`src/rtl/unsigned_radix_text_formatter_macros.svh`:
```
// Assertion macros shared by the formatter RTL.
`ifndef UNSIGNED_RADIX_TEXT_FORMATTER_MACROS_SVH
`define UNSIGNED_RADIX_TEXT_FORMATTER_MACROS_SVH
`ifndef ASSERT_OFF
`define URTF_ASSERT_IMP(label, clk, rst_n, cond, prop) \
  label: assert property (@(posedge clk) disable iff (!rst_n) (cond) |-> (prop)) \
    else $error("urtf assertion failed");
`define URTF_ASSERT_NEXT(label, clk, rst_n, cond, prop) \
  label: assert property (@(posedge clk) disable iff (!rst_n) (cond) |=> (prop)) \
    else $error("urtf assertion failed");
`else
`define URTF_ASSERT_IMP(label, clk, rst_n, cond, prop)
`define URTF_ASSERT_NEXT(label, clk, rst_n, cond, prop)
`endif
`endif

```
`src/rtl/urtf_pkg.sv`:
```
// Types, constants and helper functions of the unsigned radix text formatter.
package urtf_pkg;

  localparam int unsigned ValueW = 64;
  localparam int unsigned CntW = 6;
  localparam int unsigned BcdW = 80;
  localparam int unsigned DecDigits = 20;
  localparam int unsigned TextW = 64;
  localparam int unsigned CountW = 4;
  localparam int unsigned LenW = 8;
  localparam int unsigned PosW = 9;
  localparam int unsigned NdigW = 7;
  localparam int unsigned CharsPerResultDef = 8;

  localparam logic [7:0] AsciiSpace = 8'h20;
  localparam logic [7:0] AsciiZero = 8'h30;
  localparam logic [7:0] AsciiComma = 8'h2C;
  localparam logic [7:0] AsciiUnder = 8'h5F;
  localparam logic [7:0] AsciiLowA = 8'h61;
  localparam logic [7:0] AsciiUpA = 8'h41;
  localparam logic [7:0] AsciiLowB = 8'h62;
  localparam logic [7:0] AsciiUpB = 8'h42;
  localparam logic [7:0] AsciiLowX = 8'h78;
  localparam logic [7:0] AsciiUpX = 8'h58;

  typedef enum logic [1:0] {
    BaseBin = 2'd0,
    BaseOct = 2'd1,
    BaseDec = 2'd2,
    BaseHex = 2'd3
  } base_e;

  typedef enum logic [1:0] {
    Width8 = 2'd0,
    Width16 = 2'd1,
    Width32 = 2'd2,
    Width64 = 2'd3
  } width_e;

  typedef enum logic [7:0] {
    StIdle  = 8'b0000_0001,
    StConv  = 8'b0000_0010,
    StScan  = 8'b0000_0100,
    StSizeA = 8'b0000_1000,
    StSizeB = 8'b0001_0000,
    StSizeC = 8'b0010_0000,
    StSizeD = 8'b0100_0000,
    StEmit  = 8'b1000_0000
  } state_e;

  typedef struct packed {
    logic [ValueW-1:0] value;
    logic [1:0]        base_select;
    logic [1:0]        width_select;
    logic              upper_case;
    logic              alt_prefix;
    logic              group_digits;
    logic              zero_pad;
    logic              left_align;
    logic              has_precision;
    logic [6:0]        precision;
    logic [7:0]        min_width;
  } in_t;

  typedef struct packed {
    logic [TextW-1:0]  text_bytes;
    logic [CountW-1:0] byte_count;
    logic              last_chunk;
  } out_t;

  typedef struct packed {
    logic load;
    logic conv;
    logic scan;
    logic size_a;
    logic size_b;
    logic size_c;
    logic size_d;
    logic emit;
  } cmd_t;

  typedef struct packed {
    logic cnt_last;
    logic emit_last;
  } status_t;

  // Quotient by the group span (gap plus one) for values below 512.
  function automatic logic [8:0] div_span(logic [8:0] x, base_e b);
    logic [20:0] p;
    p = '0;
    case (b)
      BaseBin: p = 21'(x) * 21'd456;
      BaseDec: p = 21'(x) << 10;
      BaseOct, BaseHex: p = 21'(x) * 21'd820;
      default: p = '0;
    endcase
    return p[20:12];
  endfunction

  // Quotient by the group gap for values below 256.
  function automatic logic [7:0] div_gap(logic [7:0] x, base_e b);
    logic [19:0] p;
    p = '0;
    case (b)
      BaseBin: p = 20'(x) << 9;
      BaseDec: p = 20'(x) * 20'd1366;
      BaseOct, BaseHex: p = 20'(x) << 10;
      default: p = '0;
    endcase
    return p[19:12];
  endfunction

  function automatic logic [3:0] gap_of(base_e b);
    logic [3:0] g;
    case (b)
      BaseBin: g = 4'd8;
      BaseDec: g = 4'd3;
      BaseOct, BaseHex: g = 4'd4;
      default: g = 4'd4;
    endcase
    return g;
  endfunction

  function automatic logic [1:0] prefix_len(base_e b, logic alt);
    logic [1:0] l;
    case (b)
      BaseBin, BaseHex: l = 2'd2;
      BaseOct: l = 2'd1;
      BaseDec: l = 2'd0;
      default: l = 2'd0;
    endcase
    return alt ? l : 2'd0;
  endfunction

  function automatic logic [7:0] digit_char(logic [3:0] d, logic upper);
    logic [7:0] c;
    if (d < 4'd10) begin
      c = AsciiZero + 8'(d);
    end else begin
      c = (upper ? AsciiUpA : AsciiLowA) + 8'(d) - 8'd10;
    end
    return c;
  endfunction

endpackage

```
`src/rtl/urtf_ctrl.sv`:
```
// Sequencing state machine of the formatter.
module urtf_ctrl
  import urtf_pkg::*;
(
  input  logic    clk_i,
  input  logic    rst_ni,
  input  logic    start_i,
  input  status_t status_i,
  output cmd_t    cmd_o,
  output logic    busy_o
);

  state_e state_q, state_d;

  always_comb begin
    state_d = state_q;
    cmd_o = '0;
    case (state_q)
      StIdle: begin
        if (start_i) begin
          cmd_o.load = 1'b1;
          state_d = StConv;
        end
      end
      StConv: begin
        cmd_o.conv = 1'b1;
        if (status_i.cnt_last) state_d = StScan;
      end
      StScan: begin
        cmd_o.scan = 1'b1;
        if (status_i.cnt_last) state_d = StSizeA;
      end
      StSizeA: begin
        cmd_o.size_a = 1'b1;
        state_d = StSizeB;
      end
      StSizeB: begin
        cmd_o.size_b = 1'b1;
        state_d = StSizeC;
      end
      StSizeC: begin
        cmd_o.size_c = 1'b1;
        state_d = StSizeD;
      end
      StSizeD: begin
        cmd_o.size_d = 1'b1;
        state_d = StEmit;
      end
      StEmit: begin
        cmd_o.emit = 1'b1;
        if (status_i.emit_last) state_d = StIdle;
      end
      default: state_d = StIdle;
    endcase
  end

  assign busy_o = (state_q != StIdle);

  always_ff @(posedge clk_i or negedge rst_ni) begin
    if (!rst_ni) begin
      state_q <= StIdle;
    end else begin
      state_q <= state_d;
    end
  end

endmodule

```
`src/rtl/urtf_datapath.sv`:
```
// Conversion, sizing and character assembly datapath of the formatter.
module urtf_datapath
  import urtf_pkg::*;
#(
  parameter int unsigned CHARS_PER_RESULT = CharsPerResultDef
) (
  input  logic    clk_i,
  input  logic    rst_ni,
  input  in_t     item_i,
  input  cmd_t    cmd_i,
  output status_t status_o,
  output logic    result_valid_o,
  output out_t    result_o
);

  localparam int unsigned SlotW = (CHARS_PER_RESULT > 1) ? $clog2(CHARS_PER_RESULT) : 1;
  localparam int unsigned BufW = 8 * CHARS_PER_RESULT;

  logic [ValueW-1:0] val_q, val_d, sh_q, sh_d;
  logic [BcdW-1:0]   bcd_q, bcd_d;
  base_e             base_q, base_d;
  logic              upper_q, upper_d, alt_q, alt_d, group_q, group_d;
  logic              zpad_q, zpad_d, left_q, left_d, hasp_q, hasp_d, zp_q, zp_d;
  logic [6:0]        prec_q, prec_d;
  logic [7:0]        minw_q, minw_d, tgt_q, tgt_d, q1_q, q1_d;
  logic [CntW-1:0]   cnt_q, cnt_d;
  logic [NdigW-1:0]  ndig_q, ndig_d;
  logic [LenW-1:0]   len_q, len_d, idx_q, idx_d;
  logic [3:0]        r_q, r_d;
  logic [PosW-1:0]   blen_q, blen_d, lead_q, lead_d, pre_end_q, pre_end_d;
  logic [PosW-1:0]   body_end_q, body_end_d, n_q, n_d, pos_q, pos_d;
  logic [SlotW-1:0]  slot_q, slot_d;
  logic [BufW-1:0]   buf_q, buf_d;
  out_t              res_q, res_d;
  logic              res_valid_q, res_valid_d;

  function automatic logic [3:0] digit_at(logic [LenW-1:0] idx, base_e b,
                                          logic [ValueW-1:0] v, logic [BcdW-1:0] bcd);
    logic [ValueW+1:0] v66;
    logic [6:0]        opos;
    logic [3:0]        d;
    v66 = {2'b00, v};
    opos = {2'b00, idx[4:0]} + {1'b0, idx[4:0], 1'b0};
    d = 4'd0;
    case (b)
      BaseBin: if (idx < 8'd64) d = {3'b000, v[idx[5:0]]};
      BaseOct: if (idx < 8'd22) d = {1'b0, v66[opos +: 3]};
      BaseDec: if (idx < 8'(DecDigits)) d = bcd[{idx[4:0], 2'b00} +: 4];
      BaseHex: if (idx < 8'd16) d = v[{idx[3:0], 2'b00} +: 4];
      default: d = 4'd0;
    endcase
    return d;
  endfunction

  logic [BcdW-1:0]  bcd_adj;
  logic [6:0]       prec_eff;
  logic [1:0]       plen;
  logic [PosW-1:0]  plen9, minw9, used, pad, q2, span_prod;
  logic [3:0]       gap;
  logic [7:0]       fill, seps, ch;
  logic             is_sep, in_body, chunk_end, last_char;
  logic [BufW-1:0]  nbuf;

  assign gap = gap_of(base_q);
  assign plen = prefix_len(base_q, alt_q);
  assign plen9 = {7'd0, plen};
  assign minw9 = {1'b0, minw_q};
  assign prec_eff = hasp_q ? prec_q : 7'd1;
  assign last_char = (n_q == '0) || (pos_q == n_q - 9'd1);

  always_comb begin
    for (int i = 0; i < DecDigits; i++) begin
      bcd_adj[4*i +: 4] = (bcd_q[4*i +: 4] >= 4'd5) ? bcd_q[4*i +: 4] + 4'd3
                                                    : bcd_q[4*i +: 4];
    end
  end

  always_comb begin
    val_d = val_q;
    sh_d = sh_q;
    bcd_d = bcd_q;
    base_d = base_q;
    upper_d = upper_q;
    alt_d = alt_q;
    group_d = group_q;
    zpad_d = zpad_q;
    left_d = left_q;
    hasp_d = hasp_q;
    prec_d = prec_q;
    minw_d = minw_q;
    zp_d = zp_q;
    tgt_d = tgt_q;
    q1_d = q1_q;
    cnt_d = cnt_q;
    ndig_d = ndig_q;
    len_d = len_q;
    idx_d = idx_q;
    r_d = r_q;
    blen_d = blen_q;
    lead_d = lead_q;
    pre_end_d = pre_end_q;
    body_end_d = body_end_q;
    n_d = n_q;
    pos_d = pos_q;
    slot_d = slot_q;
    buf_d = buf_q;
    res_d = res_q;
    res_valid_d = 1'b0;
    fill = '0;
    seps = '0;
    q2 = '0;
    span_prod = '0;
    used = '0;
    pad = '0;
    ch = AsciiSpace;
    is_sep = 1'b0;
    in_body = 1'b0;
    chunk_end = 1'b0;
    nbuf = buf_q;

    if (cmd_i.load) begin
      case (width_e'(item_i.width_select))
        Width8:  val_d = {56'd0, item_i.value[7:0]};
        Width16: val_d = {48'd0, item_i.value[15:0]};
        Width32: val_d = {32'd0, item_i.value[31:0]};
        Width64: val_d = item_i.value;
        default: val_d = item_i.value;
      endcase
      sh_d = val_d;
      bcd_d = '0;
      base_d = base_e'(item_i.base_select);
      upper_d = item_i.upper_case;
      alt_d = item_i.alt_prefix;
      group_d = item_i.group_digits;
      zpad_d = item_i.zero_pad;
      left_d = item_i.left_align;
      hasp_d = item_i.has_precision;
      prec_d = item_i.precision;
      minw_d = item_i.min_width;
      cnt_d = '0;
      ndig_d = '0;
    end

    if (cmd_i.conv) begin
      bcd_d = {bcd_adj[BcdW-2:0], sh_q[ValueW-1]};
      sh_d = {sh_q[ValueW-2:0], 1'b0};
      cnt_d = cnt_q + 1'b1;
    end

    if (cmd_i.scan) begin
      if (digit_at({2'b00, cnt_q}, base_q, val_q, bcd_q) != 4'd0) begin
        ndig_d = {1'b0, cnt_q} + 7'd1;
      end
      cnt_d = cnt_q + 1'b1;
    end

    if (cmd_i.size_a) begin
      len_d = (ndig_q > prec_eff) ? {1'b0, ndig_q} : {1'b0, prec_eff};
      tgt_d = (minw_q > {6'd0, plen}) ? minw_q - {6'd0, plen} : 8'd0;
      zp_d = zpad_q && !left_q && !hasp_q && (minw_q > {6'd0, plen});
      q1_d = 8'(div_span({1'b0, tgt_d}, base_q));
    end

    if (cmd_i.size_b) begin
      fill = group_q ? tgt_q - q1_q : tgt_q;
      if (zp_q && (fill > len_q)) len_d = fill;
    end

    if (cmd_i.size_c) begin
      seps = (group_q && (len_q != '0)) ? div_gap(len_q - 8'd1, base_q) : 8'd0;
      blen_d = {1'b0, len_q} + {1'b0, seps};
      idx_d = len_q - 8'd1;
    end

    if (cmd_i.size_d) begin
      q2 = div_span(blen_q, base_q);
      span_prod = 9'(q2 * ({1'b0, gap} + 5'd1));
      r_d = 4'(blen_q - span_prod);
      used = plen9 + blen_q;
      pad = (minw9 > used) ? minw9 - used : '0;
      lead_d = left_q ? '0 : pad;
      pre_end_d = lead_d + plen9;
      body_end_d = pre_end_d + blen_q;
      n_d = used + pad;
      pos_d = '0;
      slot_d = '0;
      buf_d = '0;
    end

    if (cmd_i.emit) begin
      if (pos_q < lead_q) begin
        ch = AsciiSpace;
      end else if (pos_q < pre_end_q) begin
        if (pos_q == lead_q) begin
          ch = AsciiZero;
        end else if (base_q == BaseBin) begin
          ch = upper_q ? AsciiUpB : AsciiLowB;
        end else begin
          ch = upper_q ? AsciiUpX : AsciiLowX;
        end
      end else if (pos_q < body_end_q) begin
        in_body = 1'b1;
        is_sep = group_q && (r_q == 4'd0);
        if (is_sep) begin
          ch = (base_q == BaseDec) ? AsciiComma : AsciiUnder;
        end else begin
          ch = digit_char(digit_at(idx_q, base_q, val_q, bcd_q), upper_q);
        end
      end else begin
        ch = AsciiSpace;
      end

      if (in_body) begin
        r_d = (r_q == 4'd0) ? gap : r_q - 4'd1;
        if (!is_sep) idx_d = idx_q - 8'd1;
      end

      nbuf[{slot_q, 3'b000} +: 8] = ch;
      chunk_end = (slot_q == SlotW'(CHARS_PER_RESULT - 1)) || last_char;
      pos_d = pos_q + 9'd1;

      if (n_q == '0) begin
        res_valid_d = 1'b1;
        res_d.text_bytes = '0;
        res_d.byte_count = '0;
        res_d.last_chunk = 1'b1;
      end else if (chunk_end) begin
        res_valid_d = 1'b1;
        res_d.text_bytes = TextW'(nbuf);
        res_d.byte_count = CountW'(slot_q) + CountW'(1);
        res_d.last_chunk = last_char;
        buf_d = '0;
        slot_d = '0;
      end else begin
        buf_d = nbuf;
        slot_d = slot_q + 1'b1;
      end
    end
  end

  assign status_o.cnt_last = &cnt_q;
  assign status_o.emit_last = last_char;
  assign result_valid_o = res_valid_q;
  assign result_o = res_q;

  always_ff @(posedge clk_i or negedge rst_ni) begin
    if (!rst_ni) begin
      res_valid_q <= 1'b0;
      cnt_q <= '0;
    end else begin
      res_valid_q <= res_valid_d;
      cnt_q <= cnt_d;
    end
  end

  always_ff @(posedge clk_i) begin
    val_q <= val_d;
    sh_q <= sh_d;
    bcd_q <= bcd_d;
    base_q <= base_d;
    upper_q <= upper_d;
    alt_q <= alt_d;
    group_q <= group_d;
    zpad_q <= zpad_d;
    left_q <= left_d;
    hasp_q <= hasp_d;
    prec_q <= prec_d;
    minw_q <= minw_d;
    zp_q <= zp_d;
    tgt_q <= tgt_d;
    q1_q <= q1_d;
    ndig_q <= ndig_d;
    len_q <= len_d;
    idx_q <= idx_d;
    r_q <= r_d;
    blen_q <= blen_d;
    lead_q <= lead_d;
    pre_end_q <= pre_end_d;
    body_end_q <= body_end_d;
    n_q <= n_d;
    pos_q <= pos_d;
    slot_q <= slot_d;
    buf_q <= buf_d;
    res_q <= res_d;
  end

endmodule

```
`src/rtl/unsigned_radix_text_formatter.sv`:
```
// Top level of the unsigned radix text formatter.
//
//   Channel   Handshake              Payload
//   input     start high, busy low   item_i   (in_t)
//   result    result_valid_o strobe  result_o (out_t)
//
// An item keeps the block busy through shift-and-add-three decimal conversion, a digit
// scan over 64 digit positions for the digit count, four sizing states (StSizeA to
// StSizeD) and the emission of one character per cycle.
// A result is strobed in the cycle after its last character has been placed.
// Reset clears the sequencer and the result strobe; the receiver cannot stall a transfer.
`include "unsigned_radix_text_formatter_macros.svh"
module unsigned_radix_text_formatter
  import urtf_pkg::*;
#(
  parameter int unsigned CHARS_PER_RESULT = CharsPerResultDef
) (
  input  logic clk_i,
  input  logic rst_ni,
  input  logic start,
  output logic busy,
  input  in_t  item_i,
  output logic result_valid_o,
  output out_t result_o
);

  cmd_t    cmd;
  status_t status;

  urtf_ctrl u_ctrl (
    .clk_i    (clk_i),
    .rst_ni   (rst_ni),
    .start_i  (start),
    .status_i (status),
    .cmd_o    (cmd),
    .busy_o   (busy)
  );

  urtf_datapath #(
    .CHARS_PER_RESULT (CHARS_PER_RESULT)
  ) u_datapath (
    .clk_i          (clk_i),
    .rst_ni         (rst_ni),
    .item_i         (item_i),
    .cmd_i          (cmd),
    .status_o       (status),
    .result_valid_o (result_valid_o),
    .result_o       (result_o)
  );

  `URTF_ASSERT_NEXT(a_start_busy, clk_i, rst_ni, start && !busy, busy)
  `URTF_ASSERT_IMP(a_count_max, clk_i, rst_ni, result_valid_o, result_o.byte_count <= CountW'(CHARS_PER_RESULT))
  `URTF_ASSERT_IMP(a_full_chunk, clk_i, rst_ni, result_valid_o && !result_o.last_chunk, result_o.byte_count == CountW'(CHARS_PER_RESULT))
  `URTF_ASSERT_NEXT(a_last_single, clk_i, rst_ni, result_valid_o && result_o.last_chunk, !result_valid_o)

endmodule

```
`config.mk`:
```
export PLATFORM = sky130hd
export DESIGN_NAME = unsigned_radix_text_formatter
export DESIGN_NICKNAME = d
export VERILOG_FILES = /design/src/rtl/urtf_pkg.sv /design/src/rtl/urtf_ctrl.sv /design/src/rtl/urtf_datapath.sv /design/src/rtl/unsigned_radix_text_formatter.sv
export VERILOG_INCLUDE_DIRS = /design/src /design/src/rtl
export SDC_FILE = /design/constraint.sdc
export NUM_CORES = 2
export LEC_CHECK = 0
export BUFFER_PORTS_ARGS = -buffer_cell sky130_fd_sc_hd__clkbuf_2
export CAP_MARGIN = 0
export CORE_MARGIN = 5
export CORE_UTILIZATION = 23
export CTS_CLUSTER_DIAMETER = 80
export DETAILED_ROUTE_END_ITERATION = 7
export GPL_ROUTABILITY_DRIVEN = 0
export PLACE_DENSITY = 0.36
export SYNTH_ARGS = -nofsm -noshare
export SYNTH_HDL_FRONTEND = slang
export SYNTH_HIERARCHICAL = 1
export SYNTH_SLANG_ARGS = --single-unit
```
`constraint.sdc`:
```
create_clock -name clk_i -period 8.7 [get_ports clk_i]
set_input_delay 0.87 -clock clk_i [delete_from_list [all_inputs] [get_ports clk_i]]
set_output_delay 0.87 -clock clk_i [all_outputs]
set_load 0.02 [all_outputs]
```
# Yosys cells after proc, flatten, opt, wreduce, memory -nomap -nowiden
# Index checks and enable logic that the tools add are counted.
# classes
add_sub_neg	45
mul	6
magnitude_cmp	37
eq_ne	22
n_shift	8
n_mux	125
reduce_logical	25
# op_table
operator	n
$mux 64	6
$pmux 64 s4	1
$mux 8	22
$mux 80	2
$shiftx 80x8->4	2
$mux 4	33
$shiftx 66x8->3	2
$shiftx 64x7->4	2
$pmux 20 s3	2
$ge 4x3->1 const B	20
$add 4x2->4 const B	19
$mux 69	1
$bwmux 64	1
$pmux 8 s8	1
$shift 8x8->64 const A	1
$shiftx 8x8->64	1
$pmux 21 s3	1
$mux 7	6
$mux 6	6
$mux 9	4
$pmux 4 s4	2
$lt 9x9->1	3
$lt 8x5->1 const B	3
$mux 1	23
other kinds (73)	104
# totals
ff_bits	480
in_bits	92
out_inout_bits	71

# Longest topological paths before layout
# depth
depth_word	22
mapped_depth	33
mapped_depth_nobuf	32

# By module
# Netlist, hierarchy kept.
# by_module_without_submodules
module	n_inst	cells_per_inst	area_each_um2	seq_area_each_um2
urtf_datapath	1	3214	34515.6	13127.6
urtf_ctrl	1	61	590.6	201.4

# Worst setup path before layout
# No wires, ideal clock.
# synth_path
path_type	reg-to-reg
startpoint	reg u_ctrl.state_q[6]
endpoint	reg u_datapath.bcd_q[0], enable pin
setup_ns	0.442
arrival_time_ns	7.193
path_slack_ns	1.064
path_stages_with_launch	8
n_path_buf	2
period_less_slack_ns	7.636
path_cell_list	dfrtp_1 -> buf_6 -> or3_4 -> and4bb_1 -> inv_1 -> nor2_1 -> clkbuf_1 -> or2_2
# synth_rtl
element	line_no	source
start: declaration	urtf_ctrl.sv:13	state_e state_q, state_d;
start signal: assignment	urtf_ctrl.sv:61	state_q <= StIdle;
start signal: assignment	urtf_ctrl.sv:63	state_q <= state_d;
end signal: assignment	urtf_datapath.sv:259	bcd_q <= bcd_d;
end: declaration	urtf_datapath.sv:20	logic [BcdW-1:0] bcd_q, bcd_d;

# Worst setup path in the final report
# layout_path
startpoint	reg u_datapath.len_q[0]
endpoint	reg u_datapath.blen_q[7], data pin
# layout_via
elab_chain_cells	6
elab_cells_between_ends	8
# layout_rtl
element	line_no	source
start: declaration	urtf_datapath.sv:28	logic [LenW-1:0] len_q, len_d, idx_q, idx_d;
start signal: assignment	urtf_datapath.sv:273	len_q <= len_d;
$sub 8x1->8	urtf_datapath.sv:170	seps = (group_q && (len_q != '0)) ? div_gap(len_q - 8'd1, base_q) : 8'd0;
$mul 8x10->18	urtf_pkg.sv:106	BaseDec: p = 20'(x) * 20'd1366;
$pmux 20 s3	urtf_pkg.sv:104	case (b)
$mux 20	urtf_datapath.sv:169	if (cmd_i.size_c) begin
$mux 8	urtf_datapath.sv:170	
$add 8x8->9 (*)	urtf_datapath.sv:171	blen_d = {1'b0, len_q} + {1'b0, seps};
end signal: assignment	urtf_datapath.sv:276	blen_q <= blen_d;
end: declaration	urtf_datapath.sv:30	logic [PosW-1:0] blen_q, blen_d, lead_q, lead_d, pre_end_q, pre_end_d;
# Mark *: on every way between the ends. The rest lies on a longest branch, timed or not. The select of a mux whose other input is x is not followed.
# A chain may end at the register's enable or synchronous reset.

==> flow_metrics.tcl <==
set metrics [dict create \
    outcome "finished clean" \
    dpl.hpwl_um 78330 \
    ys_seq_area_share_pct 37.97 \
    path_clk_slew_ns 0.06 \
    post-route-util_pct 26.43 \
    worst_pin_slew_ns 1.135 \
    p_leak_uw 0.01597 \
    initialDrtViolationCount 1641 \
    die_y_um 400.7 \
    ant_nets 0 \
    first_pass_iters 5 \
    setup_viol 0 \
    cts_tree "built" \
    hp-class "in -> async" \
    cts_root_buf "clkbuf_16" \
    ff_latch_area_sq_um 13340 \
    final.period_utilization_pct 80.30 \
    syn_area_sq_um 35110 \
    layout.nets 3878 \
    clkSinkCount 478 \
    cap_viol_max_count 0 \
    finalMaxSlewViolations 0 \
    grt_pass1_vias 25960 \
    crit_buf_inv 5 \
    synth_area_per_cell_sq_um 10.72 \
    cts_buffer_depth 3 \
    multi_input_area_sq_um 20040 \
    rsz0062_at_grt "no" \
    ios 163 \
    dieArea_sq_um 160500 \
    wl_per_cell_um 19.71 \
    area_growth_pct 14.37 \
    synthArstFlopShare_pct 3.138 \
    start_util_pct 23.11 \
    path_delay_family "adder cells" \
    crit_top_cell "inv_1" \
    holdBufCountCts 0 \
    finalCriticalPeriod_ns 6.986 \
    ys_warn_count 6 \
    drc 0 \
    fp.coreArea_sq_um 151900 \
    fillers 16100 \
    fp.dieW_um 400.7 \
    syn-num-nets 3763 \
    postCtsSetupBuffers 0 \
    grt_usage_pct 13.14 \
    clock_latency_ns 0.67 \
    clock_skew_ns 0.02698 \
    slowest_stage "fa_1" \
    drive_above_1_share_pct 14.86 \
    antenna_found_initial 1 \
    synth_edf_count 368 \
    ir_drop_mv 0.3750 \
    crit_path_max_incr_delay_ns 0.53 \
    crit_path_end_kind "flop" \
    critical_path.startpoint_type "flop" \
    grt_max_degree 152 \
    cp.arrival_ns 7.40 \
    synth_cell_types 93 \
    crit_fanout 7 \
    io_buffers 162 \
    crit_type "reg -> reg" \
    fmax_ghz 0.1432 \
    avgViaCountPerCell 4.635 \
    cts_resized 0 \
    synth-seq-cells 478 \
    overflow 0 \
    grt_pass1_wl_um 166700 \
    fin_tns_setup_ns 0 \
    totalWireLength_um 107800 \
    cts_buffers 57 \
    synth_cells 3275 \
    required_ns 9.11 \
    vias 25360 \
    htreeDepth 2 \
    ys.flop_type "edfxtp_1" \
    powerDensity_nw_per_um2 391.9 \
    core.rowCount 143 \
    final_hold_viol_count 0 \
    slew_headroom_pct 22.35 \
]
==> metrics by stage <==
| step | power, uW | cell area, sq um | setup WS [ns] | hold WS, ns | std cells |
|---|---|---|---|---|---|
| 2_1_floorplan | 10750 | 35110 | 1.064 | 0.4210 | 3275 |
| 3_3_place_gp | 13420 | 38180 | 1.725 | 0.4341 | 5361 |
| 4_1_cts | 16050 | 40150 | 1.662 | 0.1036 | 5469 |
| 6_report | 15740 | 40150 | 1.714 | 0.1396 | 5470 |
| 5_1_grt | 17360 | 40150 | 1.128 | 0.1334 | 5469 |
| 3_5_place_dp | 13350 | 38180 | 1.685 | 0.4351 | 5361 |
==> worst paths after layout <==
path                                     start  slack [ns]                        end  cells past startpoint
setup / recovery           u_datapath/len_q[0]        1.71       u_datapath/blen_q[7]                     28
hold reg to reg            u_datapath/buf_q[3]        0.45        u_datapath/buf_q[3]                      2
max in group asynchronous               rst_ni        8.20        u_datapath/cnt_q[0]                      1
setup reg to reg           u_datapath/len_q[0]        1.71       u_datapath/blen_q[7]                     28
min in group clk_i                   item_i[1]        0.38       u_datapath/minw_q[1]                      1
hold / removal                          rst_ni        0.14  u_datapath/result_valid_o                      1
==> routing by layer <==
| layer | up-vias | global-route usage [%] | wire (um) |
|---|---|---|---|
| li1 | 12260 | - | - |
| met1 | 12650 | 18.92 | 52920 |
| met2 | 368 | 21.34 | 49790 |
| met3 | 83 | 1.598 | 3389 |
| met4 | 0 | 2.502 | 1735 |
| met5 | - | 0 | 0 |
==> placed cells by master (no fill, tap or decap), drive strengths merged, types with 18 or more instances in the layout <==
cell type    n
edfxtp     368
ha         322
inv        297
clkbuf     238
nand2      236
nor2       198
o21ai      179
a21oi      138
mux4       135
xnor2       97
dfxtp       95
and2        88
a22o        76
fa          74
mux2i       69
nor3        65
xor2        62
and3        53
nand2b      47
nand3       46
buf         44
nor2b       35
a21o        34
nor4        30
mux2        26
a211oi      25
nor3b       25
a21boi      23
a31oi       23
clkinv      23
nand4       19
a2bb2oi     18
==> registers in the layout, summed over array words and instances, names as in the netlist, 9 cells and up <==
signal / flops
u_datapath/blen_q: 9
u_datapath/result_o: 69
u_datapath/val_q: 64
u_datapath/pre_end_q: 9
u_datapath/body_end_q: 9
u_datapath/pos_q: 9
u_datapath/lead_q: 9
u_datapath/buf_q: 64
u_datapath/bcd_q: 80
u_datapath/n_q: 9
u_datapath/sh_q: 64
==> area by class of cell <==
cell class	instances	area share, %
antenna	1	0.006232
clock buffer	76	3.979
clock inverter	32	0.9162
inverter	295	2.758
multi-input combinational	2352	49.92
sequential	478	33.23
tap	2030	6.326
timing repair buffer	206	2.873
==> power breakdown <==
part           leakage, uW  internal [uW]  switching, uW  total [uW]
clock network     0.000967           1480           1060        2530
registers          0.00440           3210            721        3930
logic               0.0106           4090           5180        9270
==> cell usage after synthesis, types with 19 or more instances <==
cell | number | area share, %
a211oi_1 | 25 | 0.53
a21boi_0 | 23 | 0.49
a21o_1 | 34 | 0.73
a21oi_1 | 136 | 1.9
a22o_1 | 76 | 1.9
a31oi_1 | 23 | 0.41
and2_1 | 88 | 1.6
and3_1 | 53 | 0.94
buf_2 | 28 | 0.40
clkbuf_1 | 94 | 1.0
dfxtp_1 | 95 | 5.4
edfxtp_1 | 368 | 31
fa_1 | 74 | 4.2
ha_1 | 322 | 11
inv_1 | 289 | 3.1
mux2_2 | 25 | 0.80
mux2i_1 | 69 | 2.0
mux4_2 | 132 | 8.5
nand2_1 | 235 | 2.5
nand2b_1 | 47 | 0.84
nand3_1 | 46 | 0.66
nand4_1 | 19 | 0.34
nor2_1 | 197 | 2.1
nor2b_1 | 35 | 0.62
nor3_1 | 64 | 0.91
nor3b_1 | 23 | 0.49
nor4_1 | 27 | 0.48
o21ai_0 | 130 | 1.9
o21ai_1 | 47 | 0.67
xnor2_1 | 97 | 2.4
xor2_1 | 62 | 1.5
==> kinds of logic (layout without fill, tap and decap cells) <==
logic type | Yosys count | in the layout | share of synthesized area, %
adder cells (fa/ha/maj) | 396 | 396 | 15.70
AND/OR/NAND/NOR | 894 | 894 | 12.82
XOR/XNOR | 159 | 159 | 3.967
AO/OA/AOI/OAI | 673 | 673 | 12.86
multiplexers | 230 | 230 | 11.49
buffers and inverters | 445 | 609 | 5.200
flip-flops | 478 | 478 | 37.97
other | 0 | 1 | 0
(Power assumes the default switching activity.)
